--- config.mk ---
export PLATFORM = sky130hd
export DESIGN_NAME = websocket_frame_parser_core
export DESIGN_NICKNAME = d
export VERILOG_FILES = /design/src/rtl/wsfp_pkg.sv /design/src/rtl/websocket_frame_parser_core.sv /design/src/rtl/wsfp_parser.sv /design/src/rtl/wsfp_result_fifo.sv
export VERILOG_INCLUDE_DIRS = /design/src /design/src/rtl
export SDC_FILE = /design/constraint.sdc
export NUM_CORES = 1
export LEC_CHECK = 0
export BUFFER_PORTS_ARGS = -buffer_cell sky130_fd_sc_hd__buf_2
export CAP_MARGIN = 5
export CORE_ASPECT_RATIO = 0.9
export CORE_MARGIN = 1
export CORE_UTILIZATION = 52
export CTS_CLUSTER_SIZE = 25
export DETAILED_ROUTE_END_ITERATION = 6
export GPL_TIMING_DRIVEN = 0
export PLACE_DENSITY = 0.66
export REMOVE_ABC_BUFFERS = 1
export SYNTH_ARGS = -nofsm -noshare
export SYNTH_HDL_FRONTEND = slang
export SYNTH_SLANG_ARGS = --single-unit
--- constraint.sdc ---
create_clock -name clock -period 9.9 [get_ports clock]
set_input_delay 0.99 -clock clock [delete_from_list [all_inputs] [get_ports clock]]
set_output_delay 0.99 -clock clock [all_outputs]
set_load 0.02 [all_outputs]
--- src/rtl/websocket_frame_parser_core_defines.svh ---
// Assertion macros shared by the frame parser RTL.
// Expects signals named clock and reset in the including module.
`ifndef WEBSOCKET_FRAME_PARSER_CORE_DEFINES_SVH
`define WEBSOCKET_FRAME_PARSER_CORE_DEFINES_SVH

// same-cycle implication
`define WSFP_ASSERT_IMP(label, ante, cons, msg) \
   label: assert property (@(posedge clock) disable iff (reset) (ante) |-> (cons)) else $error(msg);

// next-cycle implication
`define WSFP_ASSERT_NXT(label, ante, cons, msg) \
   label: assert property (@(posedge clock) disable iff (reset) (ante) |=> (cons)) else $error(msg);

`endif

--- src/rtl/wsfp_pkg.sv ---
// Shared types and constants for the WebSocket frame parser.
// No dependencies.
package wsfp_pkg;

   localparam int LEN_W   = 64;
   localparam int PLEN_W  = 64;
   localparam int TDATA_W = 120;
   localparam int Q_DEPTH = 4;
   localparam int Q_AW    = $clog2(Q_DEPTH);
   localparam int Q_CW    = $clog2(Q_DEPTH + 1);

   localparam logic [LEN_W-1:0] LEN_MAX = {LEN_W{1'b1}};

   localparam logic [1:0] KIND_HDR = 2'd0;
   localparam logic [1:0] KIND_PAY = 2'd1;
   localparam logic [1:0] KIND_ERR = 2'd2;

   localparam logic [1:0] ERR_NONE   = 2'd0;
   localparam logic [1:0] ERR_TRUNC  = 2'd1;
   localparam logic [1:0] ERR_OPCODE = 2'd2;

   localparam logic [3:0] OP_CONT         = 4'h0;
   localparam logic [3:0] OP_TEXT         = 4'h1;
   localparam logic [3:0] OP_BINARY       = 4'h2;
   localparam logic [3:0] OP_DATA_RSVD_LO = 4'h3;
   localparam logic [3:0] OP_DATA_RSVD_HI = 4'h7;
   localparam logic [3:0] OP_CLOSE        = 4'h8;
   localparam logic [3:0] OP_PING         = 4'h9;
   localparam logic [3:0] OP_PONG         = 4'hA;
   localparam logic [3:0] OP_CTRL_RSVD_LO = 4'hB;
   localparam logic [3:0] OP_CTRL_RSVD_HI = 4'hF;

   localparam logic [6:0] LEN7_EXT16 = 7'd126;
   localparam logic [6:0] LEN7_EXT64 = 7'd127;
   localparam logic [3:0] EXT16_BYTES = 4'd2;
   localparam logic [3:0] EXT64_BYTES = 4'd8;
   localparam logic [3:0] KEY_BYTES   = 4'd4;

   typedef enum logic [4:0] {
      PH_BYTE0   = 5'b00001,
      PH_BYTE1   = 5'b00010,
      PH_EXTLEN  = 5'b00100,
      PH_KEY     = 5'b01000,
      PH_PAYLOAD = 5'b10000
   } phase_type;

   typedef struct packed {
      logic [1:0]        kind;
      logic              fin;
      logic [2:0]        rsv_bits;
      logic [3:0]        opcode;
      logic              masked;
      logic [PLEN_W-1:0] payload_length;
      logic [31:0]       frame_key;
      logic [7:0]        payload_out;
      logic              last_of_frame;
      logic [1:0]        error_code;
   } res_type;

   typedef struct packed {
      logic    push_a;
      logic    push_b;
      res_type a;
      res_type b;
   } push_type;

endpackage

--- src/rtl/websocket_frame_parser_core.sv ---
// WebSocket (RFC 6455) frame parser: one received byte per beat in, header, payload
// and error results out. Accepts one byte per cycle, while req_tready is high, into an
// input register; the byte is parsed from that register once the queue has room, and its
// results are written to a four-entry queue whose head drives rsp.
// req_tready drops only while the input register holds a byte and fewer than two queue
// slots are free. A byte that ends a buffer in mid-frame right after a header or payload
// result yields two results, so a slow or one-per-cycle rsp side can stall the input.
// Depends on wsfp_pkg, wsfp_parser and wsfp_result_fifo.
module websocket_frame_parser_core (
   input  logic                           clock,
   input  logic                           reset,
   input  logic                           req_tvalid,
   output logic                           req_tready,
   input  logic [7:0]                     req_tdata,  // data_byte
   input  logic                           req_tlast,  // end_of_buffer
   output logic                           rsp_tvalid,
   input  logic                           rsp_tready,
   // fin, rsv_bits, opcode, masked, payload_length, key, payload_out, error_code
   output logic [wsfp_pkg::TDATA_W-1:0]   rsp_tdata,
   output logic [1:0]                     rsp_tuser,  // kind
   output logic                           rsp_tlast,  // last_of_frame
   input  logic                           csr_valid,
   output logic                           csr_ready,
   input  logic                           csr_data    // unmask_enable
);
   import wsfp_pkg::*;

   logic       stg_valid_ff, stg_valid_in;
   logic [7:0] stg_byte_ff;
   logic       stg_eob_ff;
   logic       unmask_ff, unmask_in;
   logic       room, adv, req_beat;
   push_type   push;
   res_type    rsp;

   assign adv        = stg_valid_ff && room;
   assign req_tready = !stg_valid_ff || room;
   assign req_beat   = req_tvalid && req_tready;
   assign stg_valid_in = req_beat || (stg_valid_ff && !adv);

   assign csr_ready = 1'b1;
   assign unmask_in = (csr_valid && csr_ready) ? csr_data : unmask_ff;

   always_ff @(posedge clock) begin
      if (reset) begin
         stg_valid_ff <= 1'b0;
         unmask_ff    <= 1'b1;
      end else begin
         stg_valid_ff <= stg_valid_in;
         unmask_ff    <= unmask_in;
      end
   end

   always_ff @(posedge clock) begin
      if (req_beat) begin
         stg_byte_ff <= req_tdata;
         stg_eob_ff  <= req_tlast;
      end
   end

   wsfp_parser u_parser (
      .clock         (clock),
      .reset         (reset),
      .step_en       (adv),
      .data_byte     (stg_byte_ff),
      .end_of_buffer (stg_eob_ff),
      .unmask_enable (unmask_ff),
      .push          (push)
   );

   wsfp_result_fifo u_fifo (
      .clock     (clock),
      .reset     (reset),
      .push      (push),
      .room      (room),
      .rsp       (rsp),
      .rsp_valid (rsp_tvalid),
      .rsp_ready (rsp_tready)
   );

   assign rsp_tdata = {5'b0, rsp.error_code, rsp.payload_out, rsp.frame_key,
                       rsp.payload_length, rsp.masked, rsp.opcode, rsp.rsv_bits, rsp.fin};
   assign rsp_tuser = rsp.kind;
   assign rsp_tlast = rsp.last_of_frame;

endmodule

--- src/rtl/wsfp_parser.sv ---
// Per-byte frame parsing step: header phases, length, key, unmasking.
// Depends on wsfp_pkg and the assertion macro header.
`include "websocket_frame_parser_core_defines.svh"

module wsfp_parser (
   input  logic               clock,
   input  logic               reset,
   input  logic               step_en,
   input  logic [7:0]         data_byte,
   input  logic               end_of_buffer,
   input  logic               unmask_enable,
   output wsfp_pkg::push_type push
);
   import wsfp_pkg::*;

   phase_type         phase_ff, phase_in;
   logic [7:0]        fhb_ff, fhb_in;
   logic              mask_ff, mask_in;
   logic [LEN_W-1:0]  acc_ff, acc_in;
   logic [3:0]        left_ff, left_in;
   logic [31:0]       key_ff, key_in;
   logic [1:0]        kidx_ff, kidx_in;
   logic [LEN_W-1:0]  rem_ff, rem_in;

   logic       hdr, fs;
   logic [6:0] l7;
   logic [7:0] kbyte;
   logic       last;

   function automatic res_type mk_res(input logic [1:0] kind, input logic [7:0] fhb,
                                      input logic msk, input logic [LEN_W-1:0] plen,
                                      input logic [31:0] key, input logic [7:0] pay,
                                      input logic lst, input logic [1:0] err);
      res_type r;
      r.kind           = kind;
      r.fin            = fhb[7];
      r.rsv_bits       = fhb[6:4];
      r.opcode         = fhb[3:0];
      r.masked         = msk;
      r.payload_length = PLEN_W'(plen);
      r.frame_key      = key;
      r.payload_out    = pay;
      r.last_of_frame  = lst;
      r.error_code     = err;
      return r;
   endfunction

   assign l7 = data_byte[6:0];

   always_comb begin
      case (kidx_ff)
         2'd0:    kbyte = key_ff[31:24];
         2'd1:    kbyte = key_ff[23:16];
         2'd2:    kbyte = key_ff[15:8];
         default: kbyte = key_ff[7:0];
      endcase
   end

   always_comb begin
      phase_in = phase_ff;
      fhb_in   = fhb_ff;
      mask_in  = mask_ff;
      acc_in   = acc_ff;
      left_in  = left_ff;
      key_in   = key_ff;
      kidx_in  = kidx_ff;
      rem_in   = rem_ff;
      hdr      = 1'b0;
      fs       = 1'b0;
      last     = 1'b0;
      push     = '0;

      case (phase_ff)
         PH_BYTE0: begin
            fhb_in   = data_byte;
            mask_in  = 1'b0;
            acc_in   = '0;
            left_in  = '0;
            key_in   = '0;
            kidx_in  = '0;
            rem_in   = '0;
            phase_in = PH_BYTE1;
         end
         PH_BYTE1: begin
            if (fhb_ff[3:0] inside {[OP_DATA_RSVD_LO:OP_DATA_RSVD_HI],
                                    [OP_CTRL_RSVD_LO:OP_CTRL_RSVD_HI]}) begin
               push.push_a = 1'b1;
               push.a = mk_res(KIND_ERR, fhb_ff, 1'b0, '0, '0, '0, 1'b1, ERR_OPCODE);
               fs = 1'b1;
            end else begin
               mask_in = data_byte[7];
               if (l7 == LEN7_EXT16 || l7 == LEN7_EXT64) begin
                  acc_in   = '0;
                  left_in  = (l7 == LEN7_EXT16) ? EXT16_BYTES : EXT64_BYTES;
                  phase_in = PH_EXTLEN;
               end else begin
                  acc_in = LEN_W'(l7);
                  if (data_byte[7]) begin
                     key_in   = '0;
                     kidx_in  = '0;
                     left_in  = KEY_BYTES;
                     phase_in = PH_KEY;
                  end else begin
                     hdr = 1'b1;
                  end
               end
            end
         end
         PH_EXTLEN: begin
            if (acc_ff > (LEN_MAX >> 8)) acc_in = LEN_MAX;
            else acc_in = {acc_ff[LEN_W-9:0], data_byte};
            left_in = left_ff - 4'd1;
            if (left_in == 4'd0) begin
               if (mask_ff) begin
                  key_in   = '0;
                  kidx_in  = '0;
                  left_in  = KEY_BYTES;
                  phase_in = PH_KEY;
               end else begin
                  hdr = 1'b1;
               end
            end
         end
         PH_KEY: begin
            key_in  = {key_ff[23:0], data_byte};
            kidx_in = kidx_ff + 2'd1;
            left_in = left_ff - 4'd1;
            if (left_in == 4'd0) hdr = 1'b1;
         end
         PH_PAYLOAD: begin
            kidx_in = kidx_ff + 2'd1;
            rem_in  = rem_ff - LEN_W'(1);
            last    = (rem_ff == LEN_W'(1));
            push.push_a = 1'b1;
            push.a = mk_res(KIND_PAY, fhb_ff, mask_ff, '0, '0,
                            (mask_ff && unmask_enable) ? (data_byte ^ kbyte) : data_byte,
                            last, ERR_NONE);
            fs = last;
         end
         default: begin
            fs = 1'b1;
         end
      endcase

      if (hdr) begin
         push.push_a = 1'b1;
         push.a = mk_res(KIND_HDR, fhb_in, mask_in, acc_in, mask_in ? key_in : 32'd0,
                         '0, (acc_in == '0), ERR_NONE);
         if (acc_in == '0) begin
            fs = 1'b1;
         end else begin
            rem_in   = acc_in;
            kidx_in  = '0;
            phase_in = PH_PAYLOAD;
         end
      end

      if (fs) phase_in = PH_BYTE0;

      // truncated frame at end of buffer
      if (end_of_buffer && phase_in != PH_BYTE0) begin
         if (push.push_a) begin
            push.push_b = 1'b1;
            push.b = mk_res(KIND_ERR, fhb_in, 1'b0, '0, '0, '0, 1'b1, ERR_TRUNC);
         end else begin
            push.push_a = 1'b1;
            push.a = mk_res(KIND_ERR, fhb_in, 1'b0, '0, '0, '0, 1'b1, ERR_TRUNC);
         end
         fs       = 1'b1;
         phase_in = PH_BYTE0;
      end

      if (fs) begin
         mask_in = 1'b0;
         acc_in  = '0;
         left_in = '0;
         key_in  = '0;
         kidx_in = '0;
         rem_in  = '0;
      end

      if (!step_en) begin
         push.push_a = 1'b0;
         push.push_b = 1'b0;
      end
   end

   always_ff @(posedge clock) begin
      if (reset) begin
         phase_ff <= PH_BYTE0;
         fhb_ff   <= '0;
         mask_ff  <= 1'b0;
         acc_ff   <= '0;
         left_ff  <= '0;
         key_ff   <= '0;
         kidx_ff  <= '0;
         rem_ff   <= '0;
      end else if (step_en) begin
         phase_ff <= phase_in;
         fhb_ff   <= fhb_in;
         mask_ff  <= mask_in;
         acc_ff   <= acc_in;
         left_ff  <= left_in;
         key_ff   <= key_in;
         kidx_ff  <= kidx_in;
         rem_ff   <= rem_in;
      end
   end

   `WSFP_ASSERT_IMP(a_payload_beat, step_en && phase_ff == PH_PAYLOAD, push.push_a && push.a.kind == KIND_PAY, "payload byte without payload result")
   `WSFP_ASSERT_IMP(a_second_is_trunc, push.push_b, push.push_a && push.b.error_code == ERR_TRUNC && end_of_buffer, "second result is not a truncation")
   `WSFP_ASSERT_NXT(a_payload_nonzero, step_en && phase_in == PH_PAYLOAD, rem_ff != '0, "payload phase with zero bytes left")

endmodule

--- src/rtl/wsfp_result_fifo.sv ---
// Four-entry result queue, up to two writes and one read per cycle.
// Depends on wsfp_pkg and the assertion macro header.
`include "websocket_frame_parser_core_defines.svh"

module wsfp_result_fifo (
   input  logic               clock,
   input  logic               reset,
   input  wsfp_pkg::push_type push,
   output logic               room,
   output wsfp_pkg::res_type  rsp,
   output logic               rsp_valid,
   input  logic               rsp_ready
);
   import wsfp_pkg::*;

   res_type          mem_ff [Q_DEPTH];
   logic [Q_AW-1:0]  wr_ptr_ff, wr_ptr_in;
   logic [Q_AW-1:0]  rd_ptr_ff, rd_ptr_in;
   logic [Q_CW-1:0]  count_ff, count_in;
   logic             pop;

   assign rsp_valid = (count_ff != '0);
   assign rsp       = mem_ff[rd_ptr_ff];
   assign pop       = rsp_valid && rsp_ready;
   assign room      = (count_ff <= Q_CW'(Q_DEPTH - 2));

   assign wr_ptr_in = wr_ptr_ff + Q_AW'(push.push_a) + Q_AW'(push.push_b);
   assign rd_ptr_in = rd_ptr_ff + Q_AW'(pop);
   assign count_in  = count_ff + Q_CW'(push.push_a) + Q_CW'(push.push_b) - Q_CW'(pop);

   always_ff @(posedge clock) begin
      if (push.push_a) mem_ff[wr_ptr_ff] <= push.a;
      if (push.push_b) mem_ff[wr_ptr_ff + Q_AW'(1)] <= push.b;
   end

   always_ff @(posedge clock) begin
      if (reset) begin
         wr_ptr_ff <= '0;
         rd_ptr_ff <= '0;
         count_ff  <= '0;
      end else begin
         wr_ptr_ff <= wr_ptr_in;
         rd_ptr_ff <= rd_ptr_in;
         count_ff  <= count_in;
      end
   end

   `WSFP_ASSERT_IMP(a_no_overflow, push.push_a, room, "push without two free slots")
   `WSFP_ASSERT_IMP(a_b_after_a, push.push_b, push.push_a, "second slot written alone")
   `WSFP_ASSERT_NXT(a_pop_count, pop && !push.push_a, count_ff == $past(count_ff) - Q_CW'(1), "count lost a pop")

endmodule
* After elaboration in Yosys (flattened, before gate mapping)
Memories as Yosys holds them, arrays and structs flattened. A register that Yosys moved wholly into a read port is not among the register bits. Cells that the tools add are included.
Storage, ports and cells: register bits 198, memories 1, ROM bits 0, bits in latches 0, word-level logic and storage cells 145, RAM bits 472, input port bits 15
Cells by class: add/sub/neg operators 10, muxes and demuxes 77, shift-type cells 0, order comparisons 6, reductions and logical operators 22, eq/ne operators 13, multipliers 0, bitwise operators 1, divide/modulo/power cells 0
Memory list:
- u_fifo.mem_ff | depth 4, width 118, read ports 1, clocked after Yosys merged registers in 1, wr ports 2, RTL line wsfp_result_fifo.sv:16 | res_type mem_ff [Q_DEPTH];
Operators by type and width (count):
- $mux W118 | 4
- $mux W64 | 6
- $mux W238 | 1
- $pmux W118 S2 | 1
- $mux W32 | 7
- $pmux W64 S3 | 1
- $pmux W32 S4 | 1
- $pmux W64 S2 | 1
- $eq A64 B1 Y1 const B | 1
- $gt A64 B56 Y1 const B | 1
- $logic_not A64 Y1 | 1
- $sub A64 B1 Y64 const B | 1
- $mux W5 | 9
- $mux W4 | 7
- $pmux W8 S3 | 1
- $mux W2 | 10
- $mux W1 | 18
- $mux W8 | 2
- $pmux W4 S4 | 1
- $pmux W5 S3 | 1
- $eq A7 B7 Y1 const B | 2
- $logic_and A1 B1 Y1 | 8
- $pmux W2 S4 | 1
- $xor A8 B8 Y8 | 1
- other kinds (33) | 42

* Depth between registers and ports, before layout
Gate-level depths: netlist of run 1.
depth in word-level cells 16, mapped depth 15

* By module
Synthesis of run 1 repeated with hierarchy kept, for this count alone.
Unflattened totals: cell total of the unflattened synthesis 2857, area, all modules 35546.6 um^2
By module, submodules not included:
- wsfp_result_fifo | area an instance 23281.1 um^2, times used 1, cells an instance 1183
- wsfp_parser | area an instance 11852.6 um^2, times used 1, cells an instance 1648
- websocket_frame_parser_core | area an instance 412.9 um^2, times used 1, cells an instance 26

* Worst setup path after synthesis of run 1
Ideal clock, no wire load.
path type reg-to-reg, from register u_parser.phase_ff[1], to register u_fifo.count_ff[2], stages on the path, launching flop included 16, slack 6194 ps, period minus slack after synthesis 3706 ps, buffers on the path 2, required time 9772 ps, setup time 128 ps, arrival time 3579 ps, path through dfxtp_1 > buf_2 > clkbuf_1 > nor3_1 > nand2_1 > a21o_1 > a31oi_1 > nand2_1 > a211oi_1 > nand2_1 > ha_1 > inv_1 > fa_1 > fa_1 > xor2_1 > nor2_1
On the way: word-level cells in the longest chain between the ends 14, elaborated cells between the ends (all ways) 31
RTL lines:
- start, declared | RTL line wsfp_parser.sv:16 | phase_type phase_ff, phase_in;
- start signal, assigned | RTL line wsfp_parser.sv:199 | phase_ff <= phase_in;
- branches (longest 9 deep; another with $pmux W64 S3)
- $mux W238 (*) | RTL line wsfp_parser.sv:161 | if (end_of_buffer && phase_in != PH_BYTE0) begin
- $mux W2 (*) | RTL line wsfp_parser.sv:182 | if (!step_en) begin
- $add A3 B1 Y3 | RTL line wsfp_result_fifo.sv:29 | assign count_in = count_ff + Q_CW'(push.push_a) + Q_CW'(push.push_b) - Q_CW'(pop);
- $add A3 B1 Y3 (*) | RTL line wsfp_result_fifo.sv:29
- $sub A3 B1 Y3 (*) | RTL line wsfp_result_fifo.sv:29
- end signal, assigned | RTL line wsfp_result_fifo.sv:44 | count_ff <= count_in;
- end, declared | RTL line wsfp_result_fifo.sv:19 | logic [Q_CW-1:0] count_ff, count_in;
Mark *: on every way between the ends. A chain may end at the register's enable or synchronous reset.

==> impl_metrics.ini, run 1 <==
[worst_setup_path]
cp.buffers_inverters = 2
critPathTopFamily = simple AND/OR/NAND/NOR gates
crit_required_ns = 10.10
crit_arrival_ns = 5.96
cp_slowest_stage_delay_ns = 1.01
worst_setup_path_start_kind = flip-flop
cp_cell_sequence = nor3_1 > nand3b_1 > o31ai_2 > a221o_1 > nor4_4 > nor4_4 > buf_6 > nor2_4 > inv_1
crit_fanout = 37
critPathKind = reg -> reg
crit_top_cell = nor4_4
cpMaxStageDelayCell = nand3b_1
end_kind = flip-flop

[synthesis]
synth_area_leaders = dfxtp_1 (42%), nand2_1 (9.4%), mux4_2 (8.9%), a21oi_1 (6.1%), edfxtp_1 (5.4%)
yosysWarnings = 0
synth-async-reset-ratio_pct = 0
syn_avg_cell_area_um2 = 8.81
ys_seq_elements = 670
synth.distinct_cells = 73
synth_area_um2 = 29700
synth.largest_area_cell = dfxtp_1
synth-seq-area-share_pct = 46.9
synth_ff_type = dfxtp_1
synth-edff-count = 53
synth_top_area_share_pct = 41.6
syn_inst = 3376

[route]
vias_per_cell = 6.37
drc = 0
wirelength_mm = 94.9
ant_nets = 0
dr.first_iter.drc_count = 3044
drt_pass1_iterations = 5
post_drt_wl_per_cell_um = 22.7
vias = 26700

[cts]
cts_tree = yes
cts_setup_buffers = 0
numCtsBuffers = 71
clockRootBuffer = clkbuf_16
post_cts_resized = 0
clkLatencyLatePin_ns = 0.63
cts_sinks = 670
htree_levels = 3
cts_buffer_depth = 3
path_clk_slew_ns = 0.07
cts_hold_buffers = 0

[cells_and_area]
diodes = 0
drive_gt1_share_pct = 14.0
utilization_pct = 60.9
final_nets = 3401
instances_no_fill = 4183
syn2layout_area_growth_pct = 15.0
nFillCells = 4825
mostFrequentLayoutCell = nand2_1
final_cell_mix = nand2_1 (743), dfxtp_1 (615), a21oi_1 (362)

[floorplanning]
start_util_pct = 53.0
dieWidth_um = 254
design.portCount = 141
std_cell_rows = 82
dieHeight_um = 229
die_area_um2 = 58100
core_um2 = 56100

[sta]
period_needed_ns = 5.76
finalSetupViolCount = 0
fin_skew_ns = 0.0250
fin_crit_sh_pct = 58.2
grt_setup_unrepaired = no
max-slew-margin-rel_pct = 10.3
worstMarginPinSlew_ns = 1.35
clock.fmax_ghz = 0.174
hold_viol = 0
hold_ws_ns = 0.449
slew_viol_final = 0

[place]
dp_hpwl_mm = 61.5
place_congestion = 0.939
port_buffers = 134
place_inst = 4054

[power]
p_sw_share_pct = 30.8
total_power_w = 0.00772
switching_power_w = 0.00238
power_frac_comb_pct = 23.5
internal-power_w = 0.00534
p_clk_share_pct = 36.6
seq_power_share_pct = 39.9
p_leak_nw = 12.1
ir_worst_vdd_v = 0.000138
cellPowerDensity_nw_per_um2 = 226

[run]
maxCapViolCount = 0

[grt]
overflow = 0
grt_pass1_vias = 25700
grt_usage_pct = 32.2
antenna_found_initial = 0
grt_pass1_wl_mm = 147
grt_start_max_net_pins = 70

[min_path]
hold_class = reg -> reg

[run_status]
status = completed
sequential cells by signal, indices dropped and copies added (netlist names):
signal,cells
u_fifo.mem_ff,472
u_parser.acc_ff,64
u_parser.rem_ff,64
u_parser.key_ff,32
stg_byte_ff,8
u_parser.fhb_ff,8
u_parser.phase_ff,5
u_parser.left_ff,4
u_fifo.count_ff,3
u_fifo.rd_ptr_ff,2
u_fifo.wr_ptr_ff,2
u_parser.kidx_ff,2
stg_eob_ff,1
stg_valid_ff,1
u_parser.mask_ff,1
unmask_ff,1
worst min-delay path: cells and delay by family (launching register included):
family / cells / cell delay, ns
flops: 1 / 0.30
simple gates: 1 / 0.05
compound gates: 1 / 0.05
area by class of cell:
class                   count  area (um2)  area share, %
flip-flops and latches    670       14000           40.8
well taps                 756         946           2.77
clock inverters            26         329          0.962
multi-input cells        2395       14800           43.2
repair buffers            203        1950           5.69
clock buffers             102        2150           6.28
inverters                  31         116          0.340
Yosys cell counts (all sizes together) (14+ instances only):
cell type and instances:
a211oi 112, a21oi 364, a221o 14, a22o 56
buf 83, clkbuf 201, dfxtp 617, edfxtp 53
inv 31, mux4 118, nand2 745, nand3 61
nand4 16, nor2 259, nor3 46, nor4 44
o21ai 196, o22ai 60, o2bb2ai 60, or3 27
kinds of logic (layout without fill, tap and decap cells):
| kind of cell | count (synthesis) | count (layout) | share of synthesized area, % |
|---|---|---|---|
| mux | 128 | 128 | 9.28 |
| compound gates | 961 | 961 | 20.1 |
| buf+inv | 315 | 362 | 4.20 |
| fa+ha+maj | 14 | 14 | 0.665 |
| flops | 670 | 670 | 46.9 |
| other cells | 2 | 6 | 0.0253 |
| xor+xnor | 18 | 18 | 0.530 |
| simple gates | 1268 | 1268 | 18.2 |
path summary, 6_finish.rpt:
kind                         from              endpoint  slack [ns]  cells past startpoint
max          u_parser.phase_ff[1]   u_fifo.mem_ff[3][2]        4.14                      9
max reg2reg  u_parser.phase_ff[1]   u_fifo.mem_ff[3][2]        4.14                      9
min reg2reg  u_fifo.mem_ff[2][89]  u_fifo.mem_ff[2][89]        0.45                      2
min          u_fifo.mem_ff[2][89]  u_fifo.mem_ff[2][89]        0.45                      2
through the flow:
step	instance area, um2	setup slack [ns]	TNS (ns)
finish	34200	4.14	0
global route	34200	3.98	0
CTS	34200	4.21	0
detailed placement	31700	4.28	0
global placement	30200	-5.39	-2014.78
floorplan	28600	1.57	0
metal layers:
| layer | wire [um] | GRT usage [%] | vias to the layer above |
|---|---|---|---|
| met3 | 7530 | 5.15 | 197 |
| met4 | 2680 | 10.7 | 0 |
| met1 | 38300 | 42.1 | 13100 |
| li1 | - | - | 12200 |
| met2 | 46400 | 54.1 | 1255 |
| met5 | 0 | 0 | - |
power groups by stage:
| stage | sequential [W] | combinational [W] | clock (W) |
|---|---|---|---|
| finish | 0.00308 | 0.00182 | 0.00282 |
| floorplan | 0.00318 | 0.00117 | 0 |
| CTS | 0.00308 | 0.00182 | 0.00285 |
| global placement | 0.00328 | 0.00161 | 0 |
| global route | 0.00310 | 0.00195 | 0.00296 |
| detailed placement | 0.00314 | 0.00181 | 0 |
Power figures use the tool's default switching activity.
==> run 2: changes to the inputs <==
PLACE_DENSITY = 0.69   (was 0.66)
clock period = 4.93 ns   (was 9.9 ns; I/O delays follow)
==> impl_metrics.ini, run 2 (synthesis results as in run 1) <==
[worst_setup_path]
critPathKind = reg -> reg
worst_setup_path_start_kind = flip-flop
cpMaxStageDelayCell = nor3_1
cp_slowest_stage_delay_ns = 1.04
end_kind = flip-flop
crit_fanout = 39
cp_cell_sequence = nor4_2 > nand3_1 > nand2b_4 > a221o_1 > nor4_4 > nor3_1 > nand2_2 > buf_12 > o21ai_0
crit_arrival_ns = 5.29
crit_required_ns = 5.44

[sta]
period_needed_ns = 4.78
max-slew-margin-rel_pct = 14.4
finalSetupViolCount = 0
grt_setup_unrepaired = no
fin_skew_ns = 0.0244
fin_crit_sh_pct = 96.9
clock.fmax_ghz = 0.209
hold_viol = 0
setup_ws_ns = 0.151
slew_viol_final = 0
worstMarginPinSlew_ns = 1.27

[grt]
grt_usage_pct = 33.0
grt_start_max_net_pins = 75
overflow = 0
antenna_found_initial = 0
grt_pass1_wl_mm = 151
grt_pass1_vias = 26600

[cells_and_area]
largest_register = u_fifo.mem_ff
final_nets = 3407
largest_reg_flops = 472
drive_gt1_share_pct = 13.9
final-seq-area_um2 = 14000
syn2layout_area_growth_pct = 14.6
nFillCells = 4820
final_cell_mix = nand2_1 (743), dfxtp_1 (615), a21oi_1 (362)
largestRegisters = u_fifo.mem_ff (472), u_parser.acc_ff (64), u_parser.rem_ff (64)
multiInputGateArea_um2 = 14800
utilization_pct = 60.7
mostFrequentLayoutCell = nand2_1

[cts]
clockRootBuffer = clkbuf_16
numCtsBuffers = 68
clkLatencyLatePin_ns = 0.61
cts_buffer_depth = 3
cts_hold_buffers = 0
cts_tree = yes
cts_sinks = 670
path_clk_slew_ns = 0.06
htree_levels = 3

[min_path]
hold_class = in -> reg

[floorplanning]
dieHeight_um = 229
start_util_pct = 53.0
dieWidth_um = 254
die_area_um2 = 58100
core_um2 = 56100
std_cell_rows = 82
design.portCount = 141

[route]
dr.first_iter.drc_count = 3078
drc = 0
drt_pass1_iterations = 5
post_drt_wl_per_cell_um = 23.1
ant_nets = 0
vias = 27100
wirelength_mm = 96.9
vias_per_cell = 6.47

[place]
dp_hpwl_mm = 62.5
place_congestion = 0.921
port_buffers = 134
place_ws_ns = -0.786

[power]
p_leak_nw = 12.0
ir_worst_vdd_v = 0.000232
cellPowerDensity_nw_per_um2 = 443

[run_status]
status = completed

[run]
maxCapViolCount = 0
run 2: changes by cell type in the layout (fill, tap and decap cells not counted), sizes merged, moves of 2 or more:
| cell | delta |
|---|---|
| clkinv | -2 |
| bufinv | -2 |
| nand2b | +2 |
| buf | +5 |
run 2: power by group:
part           total (W)  internal (W)  switching [W]
registers        0.00619       0.00587       0.000316
clock network    0.00523       0.00304        0.00220
logic            0.00367       0.00145        0.00222
run 2: timing repair:
item | CTS | global route
pin swaps | 3 | 0
setup buffers | 3 | 0
gates cloned | 3 | 1
gates resized for setup | 2 | 4
setup endpoints to repair | 147 | 45
run 2: final timing paths:
kind                          end  depth (start not counted)            startpoint  slack, ns
min                stg_byte_ff[7]                          1          req_tdata[7]       0.06
min reg2reg  u_fifo.mem_ff[2][86]                          2  u_fifo.mem_ff[2][86]       0.45
max reg2reg   u_parser.acc_ff[16]                          9  u_parser.phase_ff[2]       0.15
max           u_parser.acc_ff[16]                          9  u_parser.phase_ff[2]       0.15
run 2: metal layers:
metal	global-route usage, %	part of all wire (%)	vias to the layer above
met5	0	0	-
met4	14.7	4.1	0
met3	4.91	8.6	257
met2	53.9	47	1410
met1	43.1	40	13300
li1	-	-	12200
run 2: worst max-delay path, delay by kind of cell, from the launching register on:
kind / cells / cell delay (ns)
buf+inv: 1 / 0.33
simple gates: 6 / 3.22
flops: 1 / 0.53
compound gates: 2 / 0.56
run 2: layout make-up:
type,instances,share of cell area [%]
clock inverters,22,0.731
repair buffers,208,5.86
diodes,1,0.00735
well taps,756,2.78
inverters,31,0.342
flip-flops and latches,670,41.0
clock buffers,101,5.78
multi-input cells,2399,43.5
run 2: metrics by stage:
step | TNS, ns | power [W] | hold slack (ns) | std cells | instance area, um2
2_1_floorplan | -1508.13 | 0.00875 | 0.427 | 3096 | 28600
3_3_place_gp | -5910.12 | 0.00959 | 0.435 | 3986 | 30200
3_5_place_dp | -15.36 | 0.00992 | 0.443 | 4055 | 31700
4_1_cts | 0 | 0.0151 | 0.0369 | 4184 | 34000
5_1_grt | 0 | 0.0156 | 0.0496 | 4187 | 34100
6_report | 0 | 0.0151 | 0.0578 | 4188 | 34100
